## src/hdl/lbbt_pkg.sv

```systemverilog
// Shared types, field widths and codes for the label bounding box table.
`default_nettype none
package lbbt_pkg;

  localparam int unsigned MAX_LABELS_DEF = 1024;
  localparam int unsigned MAX_DIM        = 2048;

  localparam int LABEL_W = 10;
  localparam int COORD_W = 11;
  localparam int DIM_W   = 12;
  localparam int KERN_W  = 8;
  localparam int BOX_W   = 13;
  localparam int GROWN_W = 12;
  localparam int CFG_W   = 12;
  localparam int CFG_IDX_W = 2;
  localparam int OP_W    = 2;
  localparam int EPOCH_W = 8;
  localparam int CALC_W  = 15;

  localparam logic [EPOCH_W-1:0] EPOCH_FIRST = EPOCH_W'(1);
  localparam logic [EPOCH_W-1:0] EPOCH_LAST  = '1;

  typedef enum logic [OP_W-1:0] {
    OP_CLEAR = 2'd0,
    OP_ACCUM = 2'd1,
    OP_QUERY = 2'd2
  } op_t;

  typedef enum logic [CFG_IDX_W-1:0] {
    CFG_FRAME_WIDTH   = 2'd0,
    CFG_FRAME_HEIGHT  = 2'd1,
    CFG_KERNEL_LENGTH = 2'd2
  } cfg_idx_t;

  typedef struct packed {
    logic [DIM_W-1:0]  frame_width;
    logic [DIM_W-1:0]  frame_height;
    logic [KERN_W-1:0] kernel_length;
  } cfg_t;

  typedef struct packed {
    logic [COORD_W-1:0] left;
    logic [COORD_W-1:0] top;
    logic [COORD_W-1:0] right;
    logic [COORD_W-1:0] bottom;
  } box_t;

  // Table entry: a box tagged with the frame epoch it was written in.
  typedef struct packed {
    logic [EPOCH_W-1:0] epoch;
    box_t               box;
  } entry_t;

  // Lookup result handed from the table stage to the result stage.
  typedef struct packed {
    logic valid;
    logic seen;
    box_t box;
  } qry_t;

endpackage
`default_nettype wire

```

## src/hdl/lbbt_cfg.sv

```systemverilog
// Configuration registers: frame width, frame height and kernel length.
`default_nettype none
module lbbt_cfg (
  input  wire logic                           clk,
  input  wire logic                           rst_n,
  input  wire logic                           cfg_we,
  input  wire logic [lbbt_pkg::CFG_IDX_W-1:0] cfg_index,
  input  wire logic [lbbt_pkg::CFG_W-1:0]     cfg_data,
  output lbbt_pkg::cfg_t                      cfg
);
  import lbbt_pkg::*;

  cfg_t cfg_r;

  always_ff @(posedge clk) begin
    if (!rst_n) begin
      cfg_r.frame_width   <= DIM_W'(640);
      cfg_r.frame_height  <= DIM_W'(480);
      cfg_r.kernel_length <= '0;
    end else if (cfg_we) begin
      case (cfg_index)
        CFG_FRAME_WIDTH:   cfg_r.frame_width   <= cfg_data[DIM_W-1:0];
        CFG_FRAME_HEIGHT:  cfg_r.frame_height  <= cfg_data[DIM_W-1:0];
        CFG_KERNEL_LENGTH: cfg_r.kernel_length <= cfg_data[KERN_W-1:0];
        default: begin
          // unmapped index: drop the write
        end
      endcase
    end
  end

  assign cfg = cfg_r;

endmodule
`default_nettype wire

```

## config.mk

```make
export PLATFORM = sky130hd
export DESIGN_NAME = lbbt_cfg
export DESIGN_NICKNAME = d
export VERILOG_FILES = /design/src/hdl/lbbt_pkg.sv /design/src/hdl/lbbt_cfg.sv
export SDC_FILE = /design/constraint.sdc
export NUM_CORES = 1
export LEC_CHECK = 0
export ABC_CLOCK_PERIOD_IN_PS = 2110
export BUFFER_PORTS_ARGS = -buffer_cell sky130_fd_sc_hd__buf_2
export CORE_MARGIN = 2
export CORE_UTILIZATION = 51
export DETAILED_ROUTE_END_ITERATION = 10
export GPL_ROUTABILITY_DRIVEN = 1
export GPL_TIMING_DRIVEN = 0
export PLACE_DENSITY = 0.89
export SLEW_MARGIN = 20
export SYNTH_ARGS = -nofsm -noshare
export SYNTH_HDL_FRONTEND = slang
export SYNTH_SLANG_ARGS = --single-unit
```

## constraint.sdc

```tcl
create_clock -name clk -period 2.11 [get_ports clk]
set_clock_uncertainty 0.2 [all_clocks]
set_input_delay 0.1055 -clock clk [delete_from_list [all_inputs] [get_ports clk]]
set_output_delay 0.1055 -clock clk [all_outputs]
set_load 0.005 [all_outputs]
```

== After elaboration in Yosys (flattened, before gate mapping) ==
Index checks and enable logic that the tools add are counted.
W data, S select, Z words.

* Equality and inequality tests: 2
* Reductions and logical operators: 4

{| class="wikitable"
|+ Operators with widths
! cell !! number
|-
| $reduce_and A2 Y1 || 3
|-
| $eq A2 B1 Y1 const B || 1
|-
| $eq A2 B2 Y1 const B || 1
|-
| $logic_not A2 Y1 || 1
|}

* Output and inout bits: 32
* Input bits: 17
* Register bits: 32
* Word-level logic and storage cells: 9

== Longest topological paths before layout ==
* Depth in word-level cells: 2
* Mapped depth: 4

== Worst setup path before layout ==
Ideal clock, no wire load.

* Path type: input port to flip-flop
* Start: input cfg_we
* End: register cfg_r (netlist bit cfg[27])
* Buffers on the path: 2
* Setup time: 0.121 ns
* Data arrival time: 0.811 ns
* Setup slack: 0.978 ns
* Stages on the path: 4
* Cell sequence: buf_4 or3b_1 buf_2 mux2i_1

* Longest elaborated chain between the ends: 1

{| class="wikitable"
|+ Ends and longest elaborated chain
! element !! line !! source
|-
| from (decl) || lbbt_cfg.sv:6 || <nowiki>input wire logic cfg_we,</nowiki>
|-
| $reduce_and A2 Y1 (no source line) || -- ||
|-
| to (decl) || lbbt_cfg.sv:13 || <nowiki>cfg_t cfg_r;</nowiki>
|}

No other way between the ends.
A chain may end at the register's enable or synchronous reset.

==> impl_metrics.json <==
{
  "final_common_cell": "buf_2",
  "die_x_um": 53.8,
  "synth.avg_cell_area_um2": 9.80,
  "start_kind": "primary input",
  "rsz0062_at_grt": "false",
  "run_status": "complete, no violations",
  "netlist_area_mm2": 0.00126,
  "grt_pass1_wl_um": 4710,
  "crit_arrival_ns": 1.61,
  "coreArea_mm2": 0.00241,
  "p_switching_w": 0.000289,
  "utilization": 0.729,
  "slew_violations": 0,
  "cap_violations": 0,
  "io_pins": 49,
  "drc": 0,
  "p_int_w": 0.000861,
  "vias": 1138,
  "critical_path_class": "primary input to flip-flop",
  "dp_hpwl_um": 2170,
  "p_total_w": 0.00115,
  "synth_top_area_share": 0.507,
  "slew_headroom": 0.672,
  "hold_class": "flip-flop to flip-flop",
  "pwr_density_cell_mw_per_mm2": 654,
  "grt_usage": 0.237,
  "largest_register_ff_count": 32,
  "synthesis.nets": 146,
  "ant_nets": 0,
  "dr.pass1.iters": 4,
  "cts_buffers": 5,
  "die_y_um": 53.8,
  "fin_area_mm2": 0.00176,
  "place.gp.congestion": 0.720,
  "num_rows": 18,
  "ys_warn_count": 0,
  "period_minus_slack_ns": 1.54,
  "clk_latency_ns": 0.34,
  "tightestPinTransition_ns": 0.491,
  "initial_utilization": 0.524,
  "grt_overflow": 0,
  "drt-vias-per-instance": 4.97,
  "cts_root_buf": "clkbuf_4",
  "yosys_register_bits": 32,
  "cts_buffer_depth": 2,
  "hold_slack_ns": 0.263,
  "cp.required_ns": 2.18,
  "grt_max_degree": 11,
  "setup_tns_ns": 0,
  "vdd_drop_max_mv": 0.507,
  "end_kind": "flip-flop",
  "port_buffers": 45,
  "clock_sinks": 32,
  "wl_um": 3240,
  "synth_cell_types": 16,
  "area.growth.synth_to_final_pct": 39.1,
  "synth-seq-area-share": 0.507,
  "p_sw_frac": 0.251,
  "antenna_found_initial": 0,
  "drtIter0Drc": 16,
  "p_comb_frac": 0.127,
  "p_leak_nw": 0.911,
  "hold_viol": 0,
  "n_antenna_cell": 0,
  "synth_top_area_cell": "dfxtp_1",
  "final_cell_mix": "buf_2 (50), nand2_1 (38), dfxtp_1 (32)",
  "setup_viol_count_final": 0,
  "grt_pass1_vias": 1098,
  "synth_area_leaders": "dfxtp_1 (51%), mux2i_1 (22%), nand2_1 (11%), o211ai_1 (2.4%), nand4b_1 (2.1%)",
  "drive_above_1_share": 0.302,
  "netlist_instances": 129,
  "cts_tree": "built",
  "post_cts_resized": 0,
  "seqPwrFrac": 0.554,
  "placed_cell_area_mm2": 0.00153,
  "clock_power_share": 0.318,
  "routedWlPerCell_um": 14.2,
  "die-area_mm2": 0.00289,
  "crit_fanout": 9,
  "clk_pin_slew_ns": 0.10,
  "fin_crit_sh": 0.728,
  "h-tree-depth": 2,
  "final_nets": 215,
  "fmaxAchievable_ghz": 0.651
}
kinds of logic after synthesis:
| logic type | count (synthesis) | share of synthesized area |
|---|---|---|
| simple gates | 50 | 0.189 |
| buf+inv | 15 | 0.0584 |
| flops | 32 | 0.507 |
| compound gates | 4 | 0.0238 |
| mux | 28 | 0.222 |
power by group through the flow:
stage | Combinational [W] | Clock, W | Sequential [W]
floorplan | 0.0000653 | 0 | 0.000653
global placement | 0.000115 | 0 | 0.000650
detailed placement | 0.000120 | 0 | 0.000652
CTS | 0.000144 | 0.000373 | 0.000638
global route | 0.000160 | 0.000401 | 0.000640
finish | 0.000147 | 0.000366 | 0.000638
per-layer routing:
layer	up-vias	global-route usage	routed length [µm]
li1	566	-	-
met1	525	0.233	1300
met2	39	0.439	1690
met3	8	0.100	220
met4	0	0.0812	36
met5	-	0	0
worst max-delay path, cell delays in order:
cell           delay (ns)
dlygate4sd3_1        0.53
buf_2                0.18
nand2_1              0.06
dlygate4sd3_1        0.59
mux2i_1              0.15
repair_timing:
action | in CTS | in global routing
setup endpoints to repair | 0 | 0
hold buffers | 17 | 0
setup buffers | 0 | 0
hold endpoints to repair | 32 | 0
worst paths after layout:
path / from / end / slack [ns] / depth (start not counted)
worst min register to register: cfg[31]$_SDFFE_PN0P_ / cfg[31]$_SDFFE_PN0P_ / 0.26 / 2
worst min-delay path: cfg[31]$_SDFFE_PN0P_ / cfg[31]$_SDFFE_PN0P_ / 0.26 / 2
worst max register to register: cfg[15]$_SDFFE_PN1P_ / cfg[15]$_SDFFE_PN1P_ / 1.25 / 2
worst max-delay path: rst_n / cfg[21]$_SDFFE_PN0P_ / 0.57 / 5
synth_stat cells (all sizes together):
cell type and n:
inv 4, clkbuf 4, nand3b 2, o211ai 4, nor2b 3, or3b 1, and3b 1, mux2i 28
nand4bb 1, buf 7, dfxtp 32, nand2 38, nand4b 3, nor3b 1
stage by stage:
| step | instances | worst slack [ns] |
|---|---|---|
| after CTS | 229 | 0.563 |
| after global routing | 229 | 0.510 |
| after global placement | 204 | 0.886 |
| after floorplan | 129 | 0.978 |
| after detailed placement | 204 | 0.799 |
| final | 229 | 0.574 |
cell type report:
cell class | instances | area [µm²]
Sequential cell | 32 | 641
Buffer | 11 | 58.8
Fill cell | 169 | 652
Multi-Input combinational cell | 82 | 549
Timing Repair Buffer | 62 | 395
Tap cell | 30 | 37.5
Clock inverter | 2 | 10.0
Inverter | 4 | 15.0
Clock buffer | 6 | 51.3
No activity file was read; power rests on OpenSTA's default activity.
