--- src/hdl/lbbt_pkg.sv ---
// Shared types, field widths and codes for the label bounding box table.
`default_nettype none
package lbbt_pkg;

  localparam int unsigned MAX_LABELS_DEF = 1024;
  localparam int unsigned MAX_DIM        = 2048;

  localparam int LABEL_W = 10;
  localparam int COORD_W = 11;
  localparam int DIM_W   = 12;
  localparam int KERN_W  = 8;
  localparam int BOX_W   = 13;
  localparam int GROWN_W = 12;
  localparam int CFG_W   = 12;
  localparam int CFG_IDX_W = 2;
  localparam int OP_W    = 2;
  localparam int EPOCH_W = 8;
  localparam int CALC_W  = 15;

  localparam logic [EPOCH_W-1:0] EPOCH_FIRST = EPOCH_W'(1);
  localparam logic [EPOCH_W-1:0] EPOCH_LAST  = '1;

  typedef enum logic [OP_W-1:0] {
    OP_CLEAR = 2'd0,
    OP_ACCUM = 2'd1,
    OP_QUERY = 2'd2
  } op_t;

  typedef enum logic [CFG_IDX_W-1:0] {
    CFG_FRAME_WIDTH   = 2'd0,
    CFG_FRAME_HEIGHT  = 2'd1,
    CFG_KERNEL_LENGTH = 2'd2
  } cfg_idx_t;

  typedef struct packed {
    logic [DIM_W-1:0]  frame_width;
    logic [DIM_W-1:0]  frame_height;
    logic [KERN_W-1:0] kernel_length;
  } cfg_t;

  typedef struct packed {
    logic [COORD_W-1:0] left;
    logic [COORD_W-1:0] top;
    logic [COORD_W-1:0] right;
    logic [COORD_W-1:0] bottom;
  } box_t;

  // Table entry: a box tagged with the frame epoch it was written in.
  typedef struct packed {
    logic [EPOCH_W-1:0] epoch;
    box_t               box;
  } entry_t;

  // Lookup result handed from the table stage to the result stage.
  typedef struct packed {
    logic valid;
    logic seen;
    box_t box;
  } qry_t;

endpackage
`default_nettype wire

--- src/hdl/lbbt_grow.sv ---
// Result stage: default box for unseen labels, grown and clamped box, output register.
`default_nettype none
module lbbt_grow (
  input  wire logic                             clk,
  input  wire logic                             rst_n,
  input  wire lbbt_pkg::qry_t                   qry,
  input  wire lbbt_pkg::cfg_t                   cfg,
  input  wire logic                             adv,
  output logic                                  out_valid,
  output logic signed [lbbt_pkg::BOX_W-1:0]     out_box_left,
  output logic signed [lbbt_pkg::BOX_W-1:0]     out_box_top,
  output logic signed [lbbt_pkg::BOX_W-1:0]     out_box_right,
  output logic signed [lbbt_pkg::BOX_W-1:0]     out_box_bottom,
  output logic signed [lbbt_pkg::GROWN_W-1:0]   out_grown_left,
  output logic signed [lbbt_pkg::GROWN_W-1:0]   out_grown_top,
  output logic signed [lbbt_pkg::GROWN_W-1:0]   out_grown_right,
  output logic signed [lbbt_pkg::GROWN_W-1:0]   out_grown_bottom
);
  import lbbt_pkg::*;

  localparam logic signed [CALC_W-1:0] CAP  = CALC_W'(MAX_DIM - 1);
  localparam logic signed [CALC_W-1:0] NEG1 = '1;
  localparam logic signed [CALC_W-1:0] ONE  = CALC_W'(1);

  function automatic logic signed [CALC_W-1:0] grow_lo(
    input logic signed [CALC_W-1:0] v,
    input logic signed [CALC_W-1:0] k
  );
    logic signed [CALC_W-1:0] d;
    d = v - k;
    if (d < 0) begin
      d = '0;
    end
    return (d > CAP) ? CAP : d;
  endfunction

  function automatic logic signed [CALC_W-1:0] grow_hi(
    input logic signed [CALC_W-1:0] v,
    input logic signed [CALC_W-1:0] k,
    input logic signed [CALC_W-1:0] bnd
  );
    logic signed [CALC_W-1:0] s;
    s = v + k;
    if (s > bnd) begin
      s = bnd;
    end
    return (s > CAP) ? CAP : s;
  endfunction

  logic signed [CALC_W-1:0] fw_c, fh_c, k_c;
  logic signed [CALC_W-1:0] l_c, t_c, r_c, b_c;

  logic                      out_valid_r;
  logic signed [BOX_W-1:0]   box_l_r, box_t_r, box_r_r, box_b_r;
  logic signed [GROWN_W-1:0] grw_l_r, grw_t_r, grw_r_r, grw_b_r;

  assign fw_c = signed'(CALC_W'(cfg.frame_width));
  assign fh_c = signed'(CALC_W'(cfg.frame_height));
  assign k_c  = signed'(CALC_W'(cfg.kernel_length));

  // unseen label: start values width, height, -1, -1
  assign l_c = qry.seen ? signed'(CALC_W'(qry.box.left))   : fw_c;
  assign t_c = qry.seen ? signed'(CALC_W'(qry.box.top))    : fh_c;
  assign r_c = qry.seen ? signed'(CALC_W'(qry.box.right))  : NEG1;
  assign b_c = qry.seen ? signed'(CALC_W'(qry.box.bottom)) : NEG1;

  always_ff @(posedge clk) begin
    if (!rst_n) begin
      out_valid_r <= 1'b0;
    end else if (adv) begin
      out_valid_r <= qry.valid;
    end
  end

  always_ff @(posedge clk) begin
    if (adv && qry.valid) begin
      box_l_r <= l_c[BOX_W-1:0];
      box_t_r <= t_c[BOX_W-1:0];
      box_r_r <= r_c[BOX_W-1:0];
      box_b_r <= b_c[BOX_W-1:0];
      grw_l_r <= GROWN_W'(grow_lo(l_c, k_c));
      grw_t_r <= GROWN_W'(grow_lo(t_c, k_c));
      grw_r_r <= GROWN_W'(grow_hi(r_c, k_c, fw_c - ONE));
      grw_b_r <= GROWN_W'(grow_hi(b_c, k_c, fh_c - ONE));
    end
  end

  assign out_valid        = out_valid_r;
  assign out_box_left     = box_l_r;
  assign out_box_top      = box_t_r;
  assign out_box_right    = box_r_r;
  assign out_box_bottom   = box_b_r;
  assign out_grown_left   = grw_l_r;
  assign out_grown_top    = grw_t_r;
  assign out_grown_right  = grw_r_r;
  assign out_grown_bottom = grw_b_r;

endmodule
`default_nettype wire

--- config.mk ---
export PLATFORM = sky130hd
export DESIGN_NAME = lbbt_grow
export DESIGN_NICKNAME = d
export VERILOG_FILES = /design/src/hdl/lbbt_pkg.sv /design/src/hdl/lbbt_grow.sv
export SDC_FILE = /design/constraint.sdc
export NUM_CORES = 1
export LEC_CHECK = 0
export ABC_AREA = 1
export BUFFER_PORTS_ARGS = -buffer_cell sky130_fd_sc_hd__buf_2
export CELL_PAD_IN_SITES_DETAIL_PLACEMENT = 0
export CELL_PAD_IN_SITES_GLOBAL_PLACEMENT = 1
export CORE_ASPECT_RATIO = 1.25
export CORE_MARGIN = 2
export CORE_UTILIZATION = 40
export CTS_CLUSTER_SIZE = 30
export DETAILED_ROUTE_END_ITERATION = 10
export PLACE_DENSITY = 0.82
export SLEW_MARGIN = 0
export SYNTH_ARGS = -nofsm -noshare
export SYNTH_HDL_FRONTEND = slang
export SYNTH_SLANG_ARGS = --single-unit
export TNS_END_PERCENT = 100
--- constraint.sdc ---
create_clock -name clk -period 5.5 [get_ports clk]
set_clock_uncertainty 0.05 [all_clocks]
set_input_delay 0.275 -clock clk [delete_from_list [all_inputs] [get_ports clk]]
set_output_delay 0.275 -clock clk [all_outputs]
set_load 0.005 [all_outputs]
# Word-level counts from Yosys, hierarchy flattened
# Index checks and enable logic that the tools add are counted.
# totals
out_inout_bits,101
reg_bits,101
input_bits,81
word_cells,36
# classes
addsub,6
mux,12
magnitude_cmp,8
reduce_logical,1
# op_table
op,count
15-bit 2-to-1 mux,10
"15-bit by 12-bit greater-than comparator with 1-bit output, second input constant",4
15-bit by 9-bit adder with 15-bit output,2
15-bit by 13-bit greater-than comparator with 1-bit output,2
"13-bit by 1-bit less-than comparator with 1-bit output, second input constant",2
"12-bit by 1-bit subtractor with 13-bit output, second input constant",2
12-bit by 8-bit subtractor with 13-bit output,2
12-bit 2-to-1 mux,2
1-bit logical AND,1

# Depth between registers and ports, before layout
# logic_depth
depth_word,6
mapped_depth,32
mapped_depth_nobuf,29

# Worst setup path before layout
# OpenSTA, ideal clock, no wires.
# synth_path
path_kind,input port to flip-flop
start,input qry[44] (netlist bit)
end,"register grw_r_r[1], in the netlist out_grown_right[1] (data pin)"
path_buffers,3
setup_time_ps,256
t_arrival_ps,3673
cell_stages,28
t_required_ps,5194
path_slack_ps,1522
cell_sequence,inv_2 -> clkbuf_1 -> clkbuf_1 -> or2_2 -> ha_1 -> inv_1 -> fa_1 -> o21ai_2 -> a21oi_1 -> o21ai_0 -> xnor2_1 -> inv_1 -> ha_1 -> a21oi_1 -> o21ai_0 -> a21oi_1 -> o21ai_0 -> nand2_1 -> nand3b_1 -> nand2_2 -> nand2_1 -> nand2_2 -> nand3_4 -> o21ai_1 -> nand2_1 -> nand2_1 -> buf_6 -> nand2_1
# synth_between
elab_chain_len,6
# synth_lines
item,line,text
from (decl),lbbt_grow.sv:6,"input wire lbbt_pkg::qry_t qry,"
15-bit 2-to-1 mux *,lbbt_grow.sv:64,assign r_c = qry.seen ? signed'(CALC_W'(qry.box.right)) : NEG1;
net r_c[0],lbbt_grow.sv:51,"logic signed [CALC_W-1:0] l_c, t_c, r_c, b_c;"
15-bit by 9-bit adder with 15-bit output *,lbbt_grow.sv:43,s = v + k;
15-bit by 13-bit greater-than comparator with 1-bit output,lbbt_grow.sv:44,if (s > bnd) begin
15-bit 2-to-1 mux *,lbbt_grow.sv:44,
15-bit 2-to-1 mux *,lbbt_grow.sv:76,if (adv && qry.valid) begin
15-bit by 12-bit greater-than comparator with 1-bit output,lbbt_grow.sv:47,return (s > CAP) ? CAP : s;
to (signal assigned),lbbt_grow.sv:83,"grw_r_r <= GROWN_W'(grow_hi(r_c, k_c, fw_c - ONE));"
to (decl),lbbt_grow.sv:55,"logic signed [GROWN_W-1:0] grw_l_r, grw_t_r, grw_r_r, grw_b_r;"
# The timed path passes the listed nets; every way through them passes the cells marked *. The select of a mux whose other input is x is not followed.
# A chain may end at the register's enable or synchronous reset.

# Worst setup path after layout
# layout_path
start,input qry[44] (netlist bit)
end,"register grw_r_r[7], in the netlist out_grown_right[7] (data pin)"
# Same word-level chain as after synthesis.

==> out/metrics.csv <==
stage;metric;value;unit
pwr;leakagePower;4.045;nW
detailed_routing;drtIter0Drc;305;
placed_design;dp_hpwl;14220;um
flow_run;cap_viol_max_count;0;
synthesis;synth.avg_cell_area;8.522;um2
synthesis;ys_types;44;
synthesis;synth_cells;803;
hold_path;worstHoldPathCells;2;
floorplanning;die_h;150.2;um
status;status;complete, no violations;
cells_and_area;drive_above_1_share;24.90;%
detailed_routing;vias_per_cell;4.812;
synthesis;synth_seq_cells;96;
pwr;p_sw;0.0006920;W
floorplanning;rows;53;
pwr;p_int;0.001473;W
synthesis;ys_warn_count;0;
clock_network;cts_hold_buf;0;
clock_network;cts_resized;0;
setup_path;r2r_end;out_valid;
pwr;seqPwrFrac;42.6;%
placed_design;dp_slack;1.016;ns
pwr;clkPwrFrac;26.3;%
setup_path;r2r_start;out_valid;
clock_network;cts_tree;built;
global_route;grt_start_max_net_pins;62;
pwr;power;0.002165;W
setup_path;start_kind;input pin;
synthesis;synth-seq-area-share;41.98;%
sta;drv_slew;0;
clock_network;cts_buffer_depth;2;
synthesis;synth_top_area_cell;edfxtp_1;
clock_network;clk_pin_slew;0.06;ns
setup_path;reg2reg_depth;2;
placed_design;numPortBuffers;179;
synthesis;yosysTopAreaCellShare;41.69;%
sta;hold_viol_final;0;
clock_network;post_cts.repair.setup_buffers;0;
sta;fin_crit;4.066;ns
detailed_routing;wl_per_cell;14.44;um
hold_path;hold_end;out_valid;
global_route;grt_pass1_wl;26570;um
synthesis;synth.area.top_cells;edfxtp_1, ha_1, nand2_1;
hold_path;min_path_type;in2reg;
pwr;powerDensity;264.5;mW/mm2
placed_design;placed_area;0.007926;mm2
sta;setup_violations;0;
floorplanning;design.core.area;0.01678;mm2
setup_path;path_max_fanout;25;
clock_network;cts_root_buf;clkbuf_16;
sta;post-route-period-util;73.94;%
setup_path;reg2reg_slack;4.87;ns
sta;worstMarginPinSlew;1.026;ns
global_route;antenna_found_initial;1;
global_route;grt_pass1_vias;5348;
floorplanning;fp.dieW;121.0;um
sta;worst_slack;1.434;ns
detailed_routing;final_antenna_net_count;0;
sta;fin_setup_tns;0;ns
floorplanning;io_pins;182;
synthesis;synth_flop_cell;edfxtp_1;
floorplanning;start_util;40.79;%
global_route;grtUsageTotal;19.22;%
placed_design;gp_congestion;0.8461;
cells_and_area;layout.nets;1128;
cells_and_area;fin_area;0.008187;mm2
pwr;vdd_drop_max;117.3;uV
clock_network;htreeDepth;3;
hold_path;min-delay-start;rst_n;
pwr;swShare;31.96;%
detailed_routing;wl;17400;um
setup_path;arrival;4.10;ns
clock_network;insertion_delay;0.34;ns
sta;rsz0062_at_grt;false;
placed_design;post-place-cells;1188;
floorplanning;die-area;0.01818;mm2
clock_network;clock_sinks;96;
detailed_routing;drtPass1Iterations;5;
cells_and_area;syn_to_final_growth;19.64;%
synthesis;syn_area;0.006843;mm2
sta;fmax;0.2459;GHz
pwr;comb_power_share;31.2;%
synthesis;synth_edf_count;95;
setup_path;cp_data_required_time;5.54;ns
synthesis;async_flop_share;0;%
setup_path;end_kind;flip-flop;
setup_path;crit_type;in2reg;
sta;maxSlewHeadroom;31.50;%
cells_and_area;final_cell_mix;nand2_1, buf_2, inv_1;
clock_network;cts_buffers;9;
detailed_routing;drc;0;
global_route;grt-ovfl-total;0;
cells_and_area;stdcell_count;1205;
detailed_routing;via_count;5799;
==> cell usage after synthesis, types with 2 or more instances <==
library cell / n
ha_1: 64
o21ai_0: 43
or2_2: 24
a21oi_1: 52
o21bai_1: 5
clkbuf_1: 6
fa_1: 4
nor3_1: 6
buf_2: 5
nor2_1: 63
nand2_2: 10
o21ai_1: 8
buf_6: 2
inv_2: 3
nand3b_1: 2
xor2_1: 32
nand3_4: 2
nand2_1: 179
buf_4: 7
nand3_2: 4
nand3_1: 27
nand2_4: 2
edfxtp_1: 95
o21ai_2: 2
xnor2_1: 7
nand4_1: 11
a211oi_1: 2
inv_1: 120
==> worst max-delay path, cell delays in order <==
cell and delay, ns:
buf_2 0.11, inv_2 0.25, or2_2 0.19, ha_1 0.16, inv_1 0.05, fa_1 0.41
o21ai_2 0.23, a21oi_1 0.08, o21ai_0 0.19, xnor2_1 0.14, inv_1 0.08, ha_1 0.32
a21oi_1 0.12, o21ai_0 0.09, a21oi_1 0.11, o21ai_0 0.08, nand2_1 0.06, nand3b_1 0.09
nand2_2 0.08, nand2_1 0.07, nand2_2 0.10, nand3_4 0.20, o21ai_1 0.14, nand2_1 0.08
nand2_1 0.27, nand2_1 0.10
==> kinds of logic after synthesis <==
group                      after synthesis  synth area share (%)
AOI/OAI and AO/OA                      118                 9.216
xor gates and xnor gates                39                 4.992
adders and majority gates               68                 12.87
buffers and inverters                  144                 8.594
DFF                                     96                 41.98
other                                    1               0.05480
and+or+nand+nor                        337                 22.29
==> registers in the layout, summed over array words and instances (netlist names) <==
signal	flops
out_grown_top	12
out_box_right	12
out_box_left	12
out_box_top	12
out_box_bottom	11
out_valid	1
out_grown_right	12
out_grown_bottom	12
out_grown_left	12
==> per-layer routing <==
layer / vias up / part of all wire, % / routed length, um / track usage [%]
met5: - / 0 / 0 / 0
met1: 2623 / 44 / 7707 / 25.16
met3: 20 / 5.5 / 960 / 3.106
met4: 0 / 1.7 / 299 / 6.163
met2: 160 / 48 / 8436 / 32.44
li1: 2996 / - / - / -
==> worst max-delay path by stage <==
stage                     depth (start not counted)  slack, ns                  to     from
after floorplan                                  28       1.52  out_grown_right[1]  qry[44]
after global placement                           26       1.18  out_grown_right[1]  qry[44]
after CTS                                        26       1.39  out_grown_right[1]  qry[44]
final                                            26       1.43  out_grown_right[7]  qry[44]
after detailed placement                         26       1.02  out_grown_right[1]  qry[44]
after global routing                             26       1.02  out_grown_right[1]  qry[44]
==> metrics by stage <==
stage / hold slack [ns] / util, %
after global placement: 0.4083 / 47.24
after detailed placement: 0.4162 / 47.24
final: 0.1400 / 48.80
after global routing: 0.1304 / 48.78
after CTS: 0.1251 / 48.78
after floorplan: 0.3788 / -
==> power by group through the flow <==
stage / registers [W] / logic, W / clock network [W]
after global routing: 0.000929 / 0.000775 / 0.000606
after detailed placement: 0.000938 / 0.000680 / 0
after CTS: 0.000923 / 0.000682 / 0.000582
after floorplan: 0.000950 / 0.000464 / 0
final: 0.000922 / 0.000675 / 0.000569
after global placement: 0.000938 / 0.000674 / 0
==> layout make-up <==
class | instances | area [um2]
sequential | 96 | 2873
antenna | 1 | 2.502
clock inverter | 4 | 21.27
tap | 220 | 275.3
inverter | 124 | 466.7
multi-input combinational | 566 | 3393
timing repair buffer | 182 | 918.4
clock buffer | 12 | 236.5
fill | 1691 | 8591
Note: power is estimated with default switching activity, not from simulation.
